==> src/sv/hvn_pkg.sv <==
// Shared types, codes and constants of the heightmap vertex normal stream.
`default_nettype none

package hvn_pkg;

    // Input word kinds
    localparam logic KIND_PIXEL = 1'b0;
    localparam logic KIND_FLUSH = 1'b1;

    // Configuration register indexes
    localparam logic [2:0] CFG_GRID_SIZE     = 3'd0;
    localparam logic [2:0] CFG_HEIGHT_GAIN   = 3'd1;
    localparam logic [2:0] CFG_HEIGHT_OFFSET = 3'd2;
    localparam logic [2:0] CFG_POSITION_STEP = 3'd3;
    localparam logic [2:0] CFG_TEXTURE_STEP  = 3'd4;

    // Configuration reset values
    localparam logic [8:0]  GRID_SIZE_RST     = 9'd256;
    localparam logic [15:0] HEIGHT_GAIN_RST   = 16'd20480;
    localparam logic [22:0] HEIGHT_OFFSET_RST = 23'd10240;
    localparam logic [15:0] POSITION_STEP_RST = 16'd803;
    localparam logic [16:0] TEXTURE_STEP_RST  = 17'd257;

    // Divide by three as multiply by reciprocal, exact for sums up to 765
    localparam logic [9:0] DIV3_MUL   = 10'd683;
    localparam int         DIV3_SHIFT = 11;

    // Saturation limits of the coordinate outputs
    localparam logic [23:0] POS_MAX = 24'hFFFFFF;
    localparam logic [16:0] TEX_MAX = 17'd65536;

    // Vertex request from the frame sequencer to the vertex datapath
    typedef struct packed {
        logic        has_left;
        logic        has_right;
        logic        has_down;
        logic        has_up;
        logic        last;
        logic [7:0]  up_avg;
        logic [15:0] index;
    } vtx_req_t;

    // Height of one average, signed Q15.8
    function automatic logic signed [23:0] height_of(
        input logic [7:0]  avg,
        input logic [15:0] gain,
        input logic [22:0] offset
    );
        logic [23:0]        prod;
        logic signed [24:0] diff;
        prod = 24'(avg) * 24'(gain);
        diff = $signed({9'd0, prod[23:8]}) - $signed({2'd0, offset});
        return $signed(diff[23:0]);
    endfunction

endpackage

`default_nettype wire

==> src/sv/hvn_frame_ctrl.sv <==
// Frame sequencer: raster counters, line store addressing and vertex requests.
`default_nettype none

module hvn_frame_ctrl #(
    parameter int  MAX_GRID = 256,
    localparam int CW       = $clog2(MAX_GRID),
    localparam int AW       = CW + 1
) (
    input  wire logic             clk,
    input  wire logic             rst_n,
    input  wire logic [8:0]       grid_size,
    input  wire logic             accept,
    input  wire logic             kind,
    input  wire logic [7:0]       red,
    input  wire logic [7:0]       green,
    input  wire logic [7:0]       blue,
    output logic                  emit,
    output hvn_pkg::vtx_req_t     req,
    output logic      [CW-1:0]    vtx_row,
    output logic      [CW-1:0]    vtx_col,
    output logic                  wr_en,
    output logic      [AW-1:0]    wr_addr,
    output logic      [7:0]       wr_data,
    output logic      [AW-1:0]    rd_center,
    output logic      [AW-1:0]    rd_left,
    output logic      [AW-1:0]    rd_right,
    output logic      [AW-1:0]    rd_down
);

    localparam int GW   = $clog2(MAX_GRID + 1);
    localparam int TW   = GW + 1;
    localparam int CMPW = (GW > 9) ? GW : 9;

    logic [CW-1:0] col_reg,   col_next;
    logic [GW-1:0] row_reg,   row_next;
    logic [15:0]   count_reg, count_next;

    logic [CMPW-1:0] gs_ext;
    logic [GW-1:0]   g;
    logic            wrap;
    logic            restart;
    logic [TW-1:0]   row_t;
    logic [CW-1:0]   col_s;
    logic [GW-1:0]   row_s;
    logic [15:0]     cnt_s;
    logic [GW-1:0]   col_inc;
    logic            col_end;
    logic            pix_take;
    logic            pix_emit;
    logic            flush_emit;
    logic [GW-1:0]   vr;
    logic [9:0]      sum;
    logic [19:0]     avg_prod;
    logic [7:0]      avg;

    // Channel average, truncated
    always_comb
    begin
        sum      = 10'(red) + 10'(green) + 10'(blue);
        avg_prod = 20'(sum) * 20'(hvn_pkg::DIV3_MUL);
        avg      = 8'(avg_prod >> hvn_pkg::DIV3_SHIFT);
    end

    always_comb
    begin
        // Clamp grid size to 2..MAX_GRID
        gs_ext = CMPW'(grid_size);
        if (gs_ext < CMPW'(2))
        begin
            g = GW'(2);
        end
        else if (gs_ext > CMPW'(MAX_GRID))
        begin
            g = GW'(MAX_GRID);
        end
        else
        begin
            g = gs_ext[GW-1:0];
        end

        // Wrap a column left beyond a shrunk grid, restart past the last row
        wrap    = GW'(col_reg) >= g;
        row_t   = wrap ? TW'(row_reg) + TW'(1) : TW'(row_reg);
        restart = row_t > TW'(g);
        col_s   = wrap ? '0 : col_reg;
        row_s   = restart ? '0 : row_t[GW-1:0];
        cnt_s   = restart ? 16'd0 : count_reg;

        col_inc = GW'(col_s) + GW'(1);
        col_end = col_inc == g;

        pix_take   = (kind == hvn_pkg::KIND_PIXEL) && (row_s < g);
        pix_emit   = pix_take && (row_s != '0);
        flush_emit = (kind == hvn_pkg::KIND_FLUSH) && (row_s == g);
        emit       = accept && (pix_emit || flush_emit);

        vr      = (kind == hvn_pkg::KIND_PIXEL) ? row_s - GW'(1) : g - GW'(1);
        vtx_row = vr[CW-1:0];
        vtx_col = col_s;

        req.has_left  = col_s != '0;
        req.has_right = col_inc < g;
        req.has_down  = vr != '0;
        req.has_up    = kind == hvn_pkg::KIND_PIXEL;
        req.last      = (kind == hvn_pkg::KIND_FLUSH) && col_end;
        req.up_avg    = avg;
        req.index     = cnt_s;

        // Line parity selects the half of the store
        rd_center = {vr[0], col_s};
        rd_left   = {vr[0], col_s - CW'(1)};
        rd_right  = {vr[0], col_s + CW'(1)};
        rd_down   = {~vr[0], col_s};

        wr_en   = accept && pix_take;
        wr_addr = {row_s[0], col_s};
        wr_data = avg;

        col_next   = col_s;
        row_next   = row_s;
        count_next = cnt_s;
        if (pix_take)
        begin
            if (col_end)
            begin
                col_next = '0;
                row_next = row_s + GW'(1);
            end
            else
            begin
                col_next = col_inc[CW-1:0];
            end
        end
        if (pix_emit || flush_emit)
        begin
            count_next = cnt_s + 16'd1;
        end
        if (flush_emit)
        begin
            if (col_end)
            begin
                col_next   = '0;
                row_next   = '0;
                count_next = 16'd0;
            end
            else
            begin
                col_next = col_inc[CW-1:0];
            end
        end
    end

    always_ff @(posedge clk or negedge rst_n)
    begin
        if (!rst_n)
        begin
            col_reg   <= '0;
            row_reg   <= '0;
            count_reg <= 16'd0;
        end
        else if (accept)
        begin
            col_reg   <= col_next;
            row_reg   <= row_next;
            count_reg <= count_next;
        end
    end

endmodule

`default_nettype wire

==> config.mk <==
export PLATFORM = sky130hd
export DESIGN_NAME = hvn_frame_ctrl
export DESIGN_NICKNAME = d
export VERILOG_FILES = /design/src/sv/hvn_pkg.sv /design/src/sv/hvn_frame_ctrl.sv
export SDC_FILE = /design/constraint.sdc
export NUM_CORES = 1
export LEC_CHECK = 0
export BUFFER_PORTS_ARGS = -buffer_cell sky130_fd_sc_hd__buf_2
export CAP_MARGIN = 20
export CORE_UTILIZATION = 55
export CTS_BUF_LIST = sky130_fd_sc_hd__clkbuf_8
export DETAILED_ROUTE_END_ITERATION = 8
export PLACE_DENSITY = 0.8
export SETUP_SLACK_MARGIN = 0.15
export SLEW_MARGIN = 10
export SYNTH_ARGS = -nofsm -noshare
export SYNTH_HDL_FRONTEND = slang
export SYNTH_SLANG_ARGS = --single-unit
==> constraint.sdc <==
create_clock -name clk -period 10.52 [get_ports clk]
set_clock_uncertainty 0.2 [all_clocks]
set_input_delay 1.052 -clock clk [delete_from_list [all_inputs] [get_ports clk]]
set_output_delay 1.052 -clock clk [all_outputs]
set_load 0.01 [all_outputs]
; ---- Yosys cells after proc, flatten, opt, wreduce, memory -nomap -nowiden
; Cells that the tools add are included.
[classes]
add_sub_neg = 10
n_mul = 1
magnitude_cmp = 6
n_eq_ne = 2
n_mux = 17
bitwise_logic = 2
reduce_logical = 10
[op_table]
columns = cell, count
row1 = two-way mux 9 bit, 8
row2 = two-way mux 16 bit, 4
row3 = two-way mux 8 bit, 4
row4 = multiplier 10 x 10 -> 19 bit (second input constant), 1
row5 = == test 9 bit, 2
row6 = less-than comparator 9 bit, 2
row7 = nonzero test 9 bit, 2
row8 = subtractor 9 x 1 -> 9 bit (second input constant), 2
row9 = adder 16 x 1 -> 16 bit (second input constant), 1
row10 = adder 9 x 1 -> 10 bit (second input constant), 1
row11 = adder 9 x 8 -> 10 bit, 1
row12 = > comparator 10 x 9 -> 1 bit, 1
row13 = two-way mux 10 bit, 1
row14 = adder 8 x 1 -> 9 bit (second input constant), 1
row15 = adder 8 x 8 -> 9 bit, 1
row16 = adder 9 x 1 -> 9 bit (second input constant), 1
row17 = >= comparator 8 x 9 -> 1 bit, 1
row18 = > comparator 9 bit (second input constant), 1
row19 = less-than comparator 9 x 2 -> 1 bit (second input constant), 1
row20 = adder 8 x 1 -> 8 bit (second input constant), 1
row21 = nonzero test 8 bit, 1
row22 = subtractor 8 x 1 -> 8 bit (second input constant), 1
row23 = logical AND 1 bit, 6
row24 = NOT 1 bit, 2
row25 = logical OR 1 bit, 1
[word_totals]
regBits = 33
out_inout_bits = 100

; ---- Longest topological paths before layout
[logic_depth]
depth_word = 14
mapped_depth = 31

; ---- Least setup slack after synthesis
; No wires, ideal clock.
[synth_path]
path_kind = input to output
startpoint = input red[1]
endpoint = output wr_data[7]
arrival_time_ns = 7.112
t_required_ns = 9.268
path_slack_ns = 2.156
stages = 26
path_buffers = 1
cell_sequence = fa_1 -> ha_1 -> fa_1 -> a21oi_1 -> nor2_1 -> nor2_1 -> o21bai_1 -> a21oi_1 -> xnor2_1 -> ha_1 -> ha_1 -> fa_1 -> inv_1 -> fa_1 -> inv_1 -> fa_1 -> ha_1 -> a211oi_1 -> o2bb2ai_1 -> a31oi_1 -> a41oi_1 -> a21oi_1 -> a21oi_1 -> o21bai_1 -> xnor2_1 -> buf_4
[synth_rtl]
columns = element, line_no
row1 = from (decl), hvn_frame_ctrl.sv:14  ; input wire logic [7:0] red,
row2 = to (decl), hvn_frame_ctrl.sv:23  ; output logic [7:0] wr_data,

==> results.toml <==
[run_status]
run_status = "finished, final reports clean"

[layout]
drive_gt1_share_pct = 20.1
largest_reg_flops = 16
final-seq-area_sq_um = 826
area_growth_pct = 9.72
multi_input_area_sq_mm = 0.00465
fill_cells = 949
finalNonFillerCells = 959
n_antenna_cell = 0
final_nets = 994
fin_area_sq_mm = 0.00672

[clock_tree]
clk_pin_slew_ns = 0.07
cts_sinks = 33
cts_buffers = 5
tritoncts = "built"
cts-root-buf = "clkbuf_8"
ctsResizeCount = 0
cts-hold-fix-buffers = 0
h-tree-depth = 2
clockBufferDepth = 2
worstSkewPairLatency_ns = 0.29
post_cts_buffers = 0

[logic_synthesis]
synth_edf_count = 0
postSynth.asyncResetShare_pct = 100
synth_top_area_share_pct = 22.3
postSynthCellCount = 732
ys_types = 72
synth_commonest_cells = "ha_1, inv_1, nand2_1, nor2_1, buf_4"
syn_nets = 908
synthMostInstantiatedCell = "ha_1"
syn_area_per_cell_sq_um = 8.37
synth_area_leaders = "ha_1, dfrtp_1, fa_1"
synth_area_sq_mm = 0.00613
yosysTopAreaCell = "ha_1"
seq_area_frac_synth_pct = 13.5
ys_seq_elements = 33
synth_ff_type = "dfrtp_1"
yosys_warnings = 0

[place]
place_area_sq_mm = 0.00662
place_congestion = 0.939
numPortBuffers = 136
dp.cells = 951
hpwlAfterDp_um = 13100

[detailed_routing]
initialDrtViolationCount = 347
ant_nets = 0
postRouteWirelength_um = 16300
via_count = 5812
drc = 0
vias_per_cell = 6.06
first_pass_iters = 7
wl_per_cell_um = 16.9

[sta]
setup_viol_count_final = 0
relSlewSlack_pct = 29.3
fin_crit_sh_pct = 88.2
rsz0062_at_grt = "no"
hold_viol_final = 0
tightest_slew_ns = 1.05
fmax_mhz = 108
hold_ws_ns = 0.295
drv_slew = 0
finalCriticalPeriod_ns = 9.28
fin_tns_setup_ns = 0

[critical_path]
cp_max_fo = 4
required_ns = 9.27
arrival_ns = 8.03
crit_path_frequent_cell = "ha_1"
critPathBufInv = 3
critPathSlowestCell = "o21ai_0"
critical_path_class = "primary input to output port"
crit_family = "adder cells"
critical_path.max_stage_delay_ns = 0.81
cp-end-kind = "output port"
critPathLaunchType = "primary input"

[global_route]
grt_pass1_vias = 5499
grt-ovfl-total = 0
antenna_found_initial = 0
grt_first_pass_wirelength_um = 26100
grt_max_degree = 34
gr-usage-all-layers_pct = 28.3

[worst_hold_path]
min_path_type = "flop to flop"

[floorplan]
die_h_um = 108
core_sq_mm = 0.0108
ios = 137
initial_core_util_pct = 56.5
rows = 38
die_w_um = 108
die_area_sq_mm = 0.0116

[flow_run]
cap_violations = 0
## metal layers
layer | up-vias | wire length, um | part of all wire (%) | global-route usage (%)
li1 | 2729 | - | - | -
met1 | 2769 | 6630 | 41 | 35.1
met2 | 269 | 8070 | 50 | 49.5
met3 | 45 | 1150 | 7.1 | 4.36
met4 | 0 | 404 | 2.5 | 9.88
met5 | - | 0 | 0 | 0
## cells by family after synthesis
logic type	synth area share [%]
adders and majority gates	32.1
xor gates and xnor gates	6.72
buffers and inverters	10.6
AOI/OAI and AO/OA	17.2
muxes	0.490
DFF	13.5
and+or+nand+nor	19.5
## placed cells by master (no fill, tap or decap), types with 6 or more instances in the layout
master     Yosys  layout
a211o_1        6       6
a22o_1         8       8
xnor2_1       34      34
o21a_1         8       8
nand2_1       63      63
a21oi_1       28      28
o31ai_1        6       6
nand3_1       14      14
nand2b_1       6       6
dfrtp_1       33      33
o21bai_1       6       6
buf_2          4     136
fa_1          30      30
inv_1         69      69
o21ai_0       24      24
nor2b_1        6       6
ha_1         109     109
clkbuf_8       0       7
nor3_1        15      15
and2_1         8       8
xor2_1        13      13
and3_1        18      18
o2bb2ai_1      6       6
nand4_1       17      17
nor4_1         6       6
nor2_1        49      49
## area by class of cell
| class | instances | share of cell area, % |
|---|---|---|
| Clock buffer | 7 | 1.43 |
| Clock inverter | 1 | 0.0744 |
| Inverter | 69 | 3.85 |
| Multi-Input combinational cell | 569 | 69.2 |
| Sequential cell | 33 | 12.3 |
| Tap cell | 140 | 2.61 |
| Timing Repair Buffer | 140 | 10.6 |
## final timing paths
| path | start | end | slack (ns) | cells after the start |
|---|---|---|---|---|
| min reg2reg | count_reg[15]$_DFFE_PN0P_ | count_reg[15]$_DFFE_PN0P_ | 0.29 | 2 |
| min in group asynchronous | rst_n | count_reg[3]$_DFFE_PN0P_ | 0.63 | 1 |
| max reg2reg | col_reg[0]$_DFFE_PN0P_ | count_reg[13]$_DFFE_PN0P_ | 3.62 | 26 |
| min | count_reg[15]$_DFFE_PN0P_ | count_reg[15]$_DFFE_PN0P_ | 0.29 | 2 |
| max in group asynchronous | rst_n | col_reg[1]$_DFFE_PN0P_ | 9.00 | 1 |
| max | red[1] | req[23] | 1.24 | 27 |
## through the flow
stage	setup WS (ns)	util, %
floorplan	2.16	-
global placement	1.43	61.1
detailed placement	1.20	61.1
CTS	1.19	62.0
global route	0.788	62.0
finish	1.24	62.0
## worst reg2reg max path: stages (launching register included)
cell,delay (ns)
dfrtp_1,0.43
inv_1,0.10
ha_1,0.29
nand2b_1,0.14
a211o_1,0.32
a21oi_4,0.38
or4_1,0.24
xor2_1,0.31
inv_1,0.08
ha_1,0.32
a21oi_1,0.16
nand2_1,0.07
a211o_1,0.31
o21bai_1,0.18
buf_4,0.23
nand2_4,0.16
nor2_1,0.27
ha_1,0.21
nand2_1,0.10
o41ai_1,0.79
nor2_1,0.06
o21ai_0,0.14
o211ai_2,0.18
nand3b_1,0.21
o21ai_1,0.40
a21oi_1,0.12
or3b_1,0.38
Power is not shown: default switching activity piles up to over one toggle a cycle in this logic, so the estimate is an artifact.
