### config.mk
export PLATFORM = sky130hd
export DESIGN_NAME = hvn_vertex_calc
export DESIGN_NICKNAME = d
export VERILOG_FILES = /design/src/sv/hvn_pkg.sv /design/src/sv/hvn_vertex_calc.sv
export SDC_FILE = /design/constraint.sdc
export NUM_CORES = 2
export LEC_CHECK = 0
export BUFFER_PORTS_ARGS = -buffer_cell sky130_fd_sc_hd__clkbuf_2
export CAP_MARGIN = 20
export CORE_MARGIN = 3
export CORE_UTILIZATION = 60
export CTS_BUF_LIST = sky130_fd_sc_hd__clkbuf_16
export DETAILED_ROUTE_END_ITERATION = 12
export PLACE_DENSITY = 0.79
export RECOVER_POWER = 100
export SLEW_MARGIN = 20
export SYNTH_ARGS = -nofsm -noshare
export SYNTH_HDL_FRONTEND = slang
export SYNTH_SLANG_ARGS = --single-unit
### constraint.sdc
create_clock -name clk -period 13.8 [get_ports clk]
set_clock_uncertainty 0.2 [all_clocks]
set_input_delay 2.07 -clock clk [delete_from_list [all_inputs] [get_ports clk]]
set_output_delay 2.07 -clock clk [all_outputs]
set_load 0.01 [all_outputs]
### src/sv/hvn_pkg.sv
// Shared types, codes and constants of the heightmap vertex normal stream.
`default_nettype none

package hvn_pkg;

    // Input word kinds
    localparam logic KIND_PIXEL = 1'b0;
    localparam logic KIND_FLUSH = 1'b1;

    // Configuration register indexes
    localparam logic [2:0] CFG_GRID_SIZE     = 3'd0;
    localparam logic [2:0] CFG_HEIGHT_GAIN   = 3'd1;
    localparam logic [2:0] CFG_HEIGHT_OFFSET = 3'd2;
    localparam logic [2:0] CFG_POSITION_STEP = 3'd3;
    localparam logic [2:0] CFG_TEXTURE_STEP  = 3'd4;

    // Configuration reset values
    localparam logic [8:0]  GRID_SIZE_RST     = 9'd256;
    localparam logic [15:0] HEIGHT_GAIN_RST   = 16'd20480;
    localparam logic [22:0] HEIGHT_OFFSET_RST = 23'd10240;
    localparam logic [15:0] POSITION_STEP_RST = 16'd803;
    localparam logic [16:0] TEXTURE_STEP_RST  = 17'd257;

    // Divide by three as multiply by reciprocal, exact for sums up to 765
    localparam logic [9:0] DIV3_MUL   = 10'd683;
    localparam int         DIV3_SHIFT = 11;

    // Saturation limits of the coordinate outputs
    localparam logic [23:0] POS_MAX = 24'hFFFFFF;
    localparam logic [16:0] TEX_MAX = 17'd65536;

    // Vertex request from the frame sequencer to the vertex datapath
    typedef struct packed {
        logic        has_left;
        logic        has_right;
        logic        has_down;
        logic        has_up;
        logic        last;
        logic [7:0]  up_avg;
        logic [15:0] index;
    } vtx_req_t;

    // Height of one average, signed Q15.8
    function automatic logic signed [23:0] height_of(
        input logic [7:0]  avg,
        input logic [15:0] gain,
        input logic [22:0] offset
    );
        logic [23:0]        prod;
        logic signed [24:0] diff;
        prod = 24'(avg) * 24'(gain);
        diff = $signed({9'd0, prod[23:8]}) - $signed({2'd0, offset});
        return $signed(diff[23:0]);
    endfunction

endpackage

`default_nettype wire

### src/sv/hvn_vertex_calc.sv
// Vertex datapath: heights, central-difference normals, coordinates, output word.
`default_nettype none

module hvn_vertex_calc #(
    parameter int  MAX_GRID = 256,
    localparam int CW       = $clog2(MAX_GRID)
) (
    input  wire logic               clk,
    input  wire logic               rst_n,
    input  wire logic               load,
    input  wire hvn_pkg::vtx_req_t  req,
    input  wire logic [CW-1:0]      vtx_row,
    input  wire logic [CW-1:0]      vtx_col,
    input  wire logic [7:0]         avg_center,
    input  wire logic [7:0]         avg_left,
    input  wire logic [7:0]         avg_right,
    input  wire logic [7:0]         avg_down,
    input  wire logic [15:0]        height_gain,
    input  wire logic [22:0]        height_offset,
    input  wire logic [15:0]        position_step,
    input  wire logic [16:0]        texture_step,
    output logic                    free,
    output logic                    out_valid,
    input  wire logic               out_ready,
    output logic      [23:0]        pos_x,
    output logic signed [23:0]      pos_height,
    output logic      [23:0]        pos_z,
    output logic signed [24:0]      normal_x,
    output logic signed [24:0]      normal_z,
    output logic      [16:0]        tex_u,
    output logic      [16:0]        tex_v,
    output logic      [15:0]        vertex_index,
    output logic                    last
);

    localparam int PW  = CW + 16;
    localparam int PSW = (PW > 24) ? PW : 24;
    localparam int TPW = CW + 17;

    // Stage 1: request, line store data arrives alongside
    logic              v1_reg;
    hvn_pkg::vtx_req_t s1_req_reg;
    logic [CW-1:0]     s1_row_reg;
    logic [CW-1:0]     s1_col_reg;

    // Stage 2: heights and coordinates
    logic               v2_reg;
    logic signed [23:0] hc_reg, hl_reg, hr_reg, hd_reg, hu_reg;
    logic [23:0]        px_reg, pz_reg;
    logic [16:0]        tu_reg, tv_reg;
    logic [15:0]        s2_index_reg;
    logic               s2_last_reg;

    // Stage 3: output word
    logic               v3_reg;
    logic [23:0]        pos_x_reg, pos_z_reg;
    logic signed [23:0] pos_height_reg;
    logic signed [24:0] normal_x_reg, normal_z_reg;
    logic [16:0]        tex_u_reg, tex_v_reg;
    logic [15:0]        index_reg;
    logic               last_reg;

    logic en3, en2;

    logic signed [23:0] hc_next, hl_next, hr_next, hd_next, hu_next;
    logic [PW-1:0]      px_prod, pz_prod;
    logic [PSW-1:0]     px_ext, pz_ext;
    logic [TPW-1:0]     tu_prod, tv_prod;
    logic [23:0]        px_next, pz_next;
    logic [16:0]        tu_next, tv_next;

    // Advance a stage when the one after it has room
    assign en3  = !v3_reg || out_ready;
    assign en2  = !v2_reg || en3;
    assign free = !v1_reg || en2;

    always_comb
    begin
        hc_next = hvn_pkg::height_of(avg_center, height_gain, height_offset);
        hl_next = s1_req_reg.has_left
                ? hvn_pkg::height_of(avg_left, height_gain, height_offset) : '0;
        hr_next = s1_req_reg.has_right
                ? hvn_pkg::height_of(avg_right, height_gain, height_offset) : '0;
        hd_next = s1_req_reg.has_down
                ? hvn_pkg::height_of(avg_down, height_gain, height_offset) : '0;
        hu_next = s1_req_reg.has_up
                ? hvn_pkg::height_of(s1_req_reg.up_avg, height_gain, height_offset) : '0;

        px_prod = PW'(s1_col_reg) * PW'(position_step);
        pz_prod = PW'(s1_row_reg) * PW'(position_step);
        px_ext  = PSW'(px_prod);
        pz_ext  = PSW'(pz_prod);
        px_next = (px_ext > PSW'(hvn_pkg::POS_MAX)) ? hvn_pkg::POS_MAX : px_ext[23:0];
        pz_next = (pz_ext > PSW'(hvn_pkg::POS_MAX)) ? hvn_pkg::POS_MAX : pz_ext[23:0];

        tu_prod = TPW'(s1_col_reg) * TPW'(texture_step);
        tv_prod = TPW'(s1_row_reg) * TPW'(texture_step);
        tu_next = (tu_prod > TPW'(hvn_pkg::TEX_MAX)) ? hvn_pkg::TEX_MAX : tu_prod[16:0];
        tv_next = (tv_prod > TPW'(hvn_pkg::TEX_MAX)) ? hvn_pkg::TEX_MAX : tv_prod[16:0];
    end

    always_ff @(posedge clk or negedge rst_n)
    begin
        if (!rst_n)
        begin
            v1_reg <= 1'b0;
            v2_reg <= 1'b0;
            v3_reg <= 1'b0;
        end
        else
        begin
            if (free)
            begin
                v1_reg <= load;
            end
            if (en2)
            begin
                v2_reg <= v1_reg;
            end
            if (en3)
            begin
                v3_reg <= v2_reg;
            end
        end
    end

    always_ff @(posedge clk)
    begin
        if (load)
        begin
            s1_req_reg <= req;
            s1_row_reg <= vtx_row;
            s1_col_reg <= vtx_col;
        end
        if (en2 && v1_reg)
        begin
            hc_reg       <= hc_next;
            hl_reg       <= hl_next;
            hr_reg       <= hr_next;
            hd_reg       <= hd_next;
            hu_reg       <= hu_next;
            px_reg       <= px_next;
            pz_reg       <= pz_next;
            tu_reg       <= tu_next;
            tv_reg       <= tv_next;
            s2_index_reg <= s1_req_reg.index;
            s2_last_reg  <= s1_req_reg.last;
        end
        if (en3 && v2_reg)
        begin
            pos_x_reg      <= px_reg;
            pos_height_reg <= hc_reg;
            pos_z_reg      <= pz_reg;
            normal_x_reg   <= {hl_reg[23], hl_reg} - {hr_reg[23], hr_reg};
            normal_z_reg   <= {hd_reg[23], hd_reg} - {hu_reg[23], hu_reg};
            tex_u_reg      <= tu_reg;
            tex_v_reg      <= tv_reg;
            index_reg      <= s2_index_reg;
            last_reg       <= s2_last_reg;
        end
    end

    assign out_valid    = v3_reg;
    assign pos_x        = pos_x_reg;
    assign pos_height   = pos_height_reg;
    assign pos_z        = pos_z_reg;
    assign normal_x     = normal_x_reg;
    assign normal_z     = normal_z_reg;
    assign tex_u        = tex_u_reg;
    assign tex_v        = tex_v_reg;
    assign vertex_index = index_reg;
    assign last         = last_reg;

endmodule

`default_nettype wire

# Word level (Yosys, flattened, before mapping)
# Index checks and enable logic that the tools add are counted.
# word_totals
regBits,440
inputBits,153
output_inout_bits,175
word_cells,60
# op_classes
addsub,7
n_mul,9
n_lt_le_gt_ge,4
reduce_logical,8
# ops
op,count
$mul 8x16->24,7
$sub 16x23->24,5
$gt 25x17->1 const B,2
$mul 8x17->25,2
$sub 24x24->25,2
$gt 24x24->1 const B,2
$logic_not 1->1,3
$logic_or 1x1->1,3
$logic_and 1x1->1,2

# Logic depth before layout (Yosys ltp)
# depth
depth_word,4
ltp_mapped,30
mapped_depth_nobuf,28

# Worst setup path before layout
# Ideal clock, no wire load.
# synth_path
path_type,input port to flip-flop
start,input port height_gain[1]
end,"register hu_reg[16], data pin"
setup_ps,255
arrival_ps,8217
t_required_ps,13345
slack_ps,5129
path_stages,27
n_path_buf,2
path_cell_list,clkbuf_1 clkbuf_1 nand2_1 fa_1 fa_1 inv_1 fa_1 inv_1 fa_1 inv_1 ha_1 nor4_1 o21ai_0 a31oi_1 nor2_1 nor2_1 xnor2_1 ha_1 a21o_1 a21o_1 a2111oi_0 nor3b_1 o31ai_1 o2111ai_1 a21oi_1 xor2_1 and2_1
# synth_via
elab_chain_len,2
# synth_rtl
element,line,text
start: declaration,hvn_vertex_calc.sv:18,"input wire logic [15:0] height_gain,"
$mul 8x16->24,hvn_pkg.sv:51,prod = 24'(avg) * 24'(gain);
$sub 16x23->24,hvn_pkg.sv:52,"diff = $signed({9'd0, prod[23:8]}) - $signed({2'd0, offset});"
end signal: assignment,hvn_vertex_calc.sv:141,hu_reg <= hu_next;
end: declaration,hvn_vertex_calc.sv:48,"logic signed [23:0] hc_reg, hl_reg, hr_reg, hd_reg, hu_reg;"
# No other way between the ends.
# A chain may end at the register's enable or synchronous reset.

# Worst setup path in the final report
# layout_path
start,input port height_gain[2]
end,"register hl_reg[18], data pin"
# layout_via
elab_chain_len,2
# layout_rtl
element,line,text
$mul 8x16->24,hvn_pkg.sv:51,
$sub 16x23->24,hvn_pkg.sv:52,
end signal: assignment,hvn_vertex_calc.sv:138,hl_reg <= hl_next;
end: declaration,hvn_vertex_calc.sv:48,
# No other way between the ends.

==> flow_summary.yaml <==
yosys:
  synth_most_common_cell: "inv_1"
  synth_top_area_share_pct: 27.9
  synth.area.mux_share_pct: 0.111
  synth.distinct_cells: 76
  ys_seq_area_share_pct: 23.9
  syn_inst: 5618
  synth-simple-area-share_pct: 17.9
  synth_area_um2: 55300
  ys.flop_type: "edfxtp_1"
  yosys-top-cells-count: "inv_1, fa_1, and2_1"
  syn-num-nets: 7052
  synthArstFlopShare_pct: 0.682
  synthTopCellsByArea: "fa_1, edfxtp_1, ha_1, and2_1, inv_1"
  synth-xor-area-share_pct: 3.59
  ys_ff_latch: 440
  synth_compound_area_share_pct: 7.41
  yosysTopAreaCell: "fa_1"
  synth_edf_count: 437
  synth_top_family_by_area: "adder cells"
  yosysWarnings: 0
  syn_avg_cell_area_um2: 9.85
  synth_fa_ha_area_share_pct: 39.4
layout:
  final_area_um2: 59400
  area_growth_pct: 7.28
  largest_reg_flops: 29
  drive_above_1_share_pct: 4.81
  fin_nets: 7237
timing:
  finalSetupViolations: 0
  period_share_pct: 72.6
  rsz0062_at_grt: "false"
  max_freq_mhz: 99.8
  worst_pin_slew_ns: 3.95
  relSlewSlack_pct: -164
  tns_ns: 0
  hold_viol: 0
  fin_crit_ns: 10.02
  drv_slew: 494
cts:
  htree_levels: 2
  numClockSinks: 440
  insertion_delay_ns: 0.63
  clock_path_buffers: 3
  clk_pin_slew_ns: 0.06
  numCtsBuffers: 46
  cts.repair.resized: 0
  cts_hold_repair.buffers: 0
  cts_setup_buffers: 0
  clock-root-buffer: "clkbuf_16"
  cts_tree: "done"
global_routing:
  grt_max_degree: 82
  grt_usage_pct: 27.5
  grt_overflow: 0
  first_global_vias: 42200
  antenna_found_initial: 17
  grt_pass1_wl_mm: 211
floorplanning:
  fp.dieW_um: 310
  initial_utilization_pct: 61.0
  num_rows: 110
  die-area_um2: 95900
  io_pins: 328
  die_height_um: 310
  placeableCoreArea_um2: 90700
drt:
  drtAntennaViolNets: 0
  wl_per_cell_um: 18.4
  drtIter0Drc: 2334
  via_per_inst: 5.70
  first_pass_iters: 6
  drcViolationCount: 0
  vias: 40100
  totalWireLength_mm: 129
setup_path:
  cp-start-kind: "primary input"
  critPathKind: "primary input to flip-flop"
  cp_max_fo: 40
  critical_path_arrival_ns: 10.19
  required_ns: 13.97
  crit_path_end_kind: "flip-flop"
power_and_ir_drop:
  leakagePower_nw: 27.6
  ir_drop_mv: 0.386
  pwr_density_cell_nw_per_um2: 253
worst_hold_path:
  min-delay-path-class: "flip-flop to flip-flop"
placed_design:
  placed_area_um2: 57800
  dp_hpwl_mm: 101
  gp_congestion: 0.924
  portBuffers: 327
outcome:
  status: "finished, violations left"
  violations: "capacitance limit, slew limit"
run:
  timing.max_cap.violations: 10
## layout by cell type, fill, tap and decap left out, types with 17 or more instances in the layout
master,synthesis,final
o21ai_0,122,122
xnor2_1,141,141
nand3_1,61,61
inv_1,911,913
fa_1,770,770
clkbuf_2,0,144
nor4_1,17,17
clkbuf_16,0,47
nand2b_1,44,44
a21o_1,81,81
nand2_1,595,595
and2_1,713,668
or3_1,37,37
nor2b_1,33,33
o21bai_1,18,18
or2_2,18,18
edfxtp_1,437,437
buf_4,0,25
nor2_1,168,168
nand4_1,20,20
and3_1,63,63
clkbuf_1,217,189
a211oi_1,22,22
a21oi_1,182,182
xor2_1,86,86
ha_1,511,511
a31oi_1,25,25
and2_0,0,45
o21a_1,47,47
o211ai_1,17,17
nor3_1,83,83
## layout make-up
| type | instances | area [µm²] |
|---|---|---|
| diodes | 16 | 40.0 |
| repair buffers | 359 | 1620 |
| flip-flops and latches | 440 | 13200 |
| inverters | 912 | 3420 |
| fillers | 7173 | 31300 |
| multi-input cells | 4044 | 37900 |
| well taps | 1176 | 1470 |
| clock inverters | 39 | 562 |
| clock buffers | 47 | 1180 |
## cells by family (layout without fill, tap and decap cells)
logic type | after synthesis | after routing
simple gates | 1901 | 1901
fa+ha+maj | 1281 | 1281
buf+inv | 1134 | 1357
compound gates | 629 | 629
flops | 440 | 440
xor+xnor | 227 | 227
mux | 6 | 6
other cells | 0 | 16
## path summary, 6_finish.rpt
| check | start | end | slack, ns | depth (start not counted) |
|---|---|---|---|---|
| max reg2reg | out_valid | hr_reg[7] | 5.71 | 4 |
| min reg2reg | pz_reg[18] | pos_z[18] | 0.20 | 0 |
| min in group asynchronous | rst_n | out_valid | 1.06 | 1 |
| min | pz_reg[18] | pos_z[18] | 0.20 | 0 |
| max | height_gain[2] | hl_reg[18] | 3.78 | 25 |
| max in group asynchronous | rst_n | v2_reg | 12.19 | 1 |
## where the power goes
group          internal (W)  switching [W]
clock network      0.000855       0.000540
logic               0.00462        0.00659
registers           0.00226       0.000133
## metal layers
metal	routed length, µm	part of all wire [%]	global-route usage [%]	vias up
met5	23	0.018	0	-
met4	5090	3.9	11.4	4
met3	6690	5.2	3.77	280
met2	67800	52	50.3	1121
met1	49700	38	32.7	20200
li1	-	-	-	18500
## worst max-delay path, stage by stage
cell and delay [ns]:
clkbuf_1 1.20, nand2_1 0.21, fa_1 0.56, fa_1 0.49, inv_1 0.05, fa_1 0.47, inv_1 0.05, fa_1 0.49
inv_1 0.05, ha_1 0.30, a21o_1 0.17, a221oi_1 0.85, a211oi_1 0.28, or2_2 0.39, a21oi_1 0.22, o21bai_1 0.13
xor2_1 0.16, ha_1 0.24, a2111oi_0 0.59, o31ai_1 0.27, o211ai_1 0.34, nand3_1 0.18, nand3_1 0.15, xor2_1 0.08
and2_0 0.16
## per-stage QoR
stage	total power, W	worst slack (ns)	cells	util, %	hold WS, ns
2_1_floorplan	0.0108	5.13	5618	-	0.200
3_3_place_gp	0.0133	4.10	6930	63.8	0.200
3_5_place_dp	0.0135	3.88	6930	63.8	0.205
4_1_cts	0.0150	4.51	7016	65.7	0.214
5_1_grt	0.0164	3.28	7027	65.4	0.219
6_report	0.0150	3.78	7033	65.4	0.197
No activity file was read; power rests on OpenSTA's default activity.
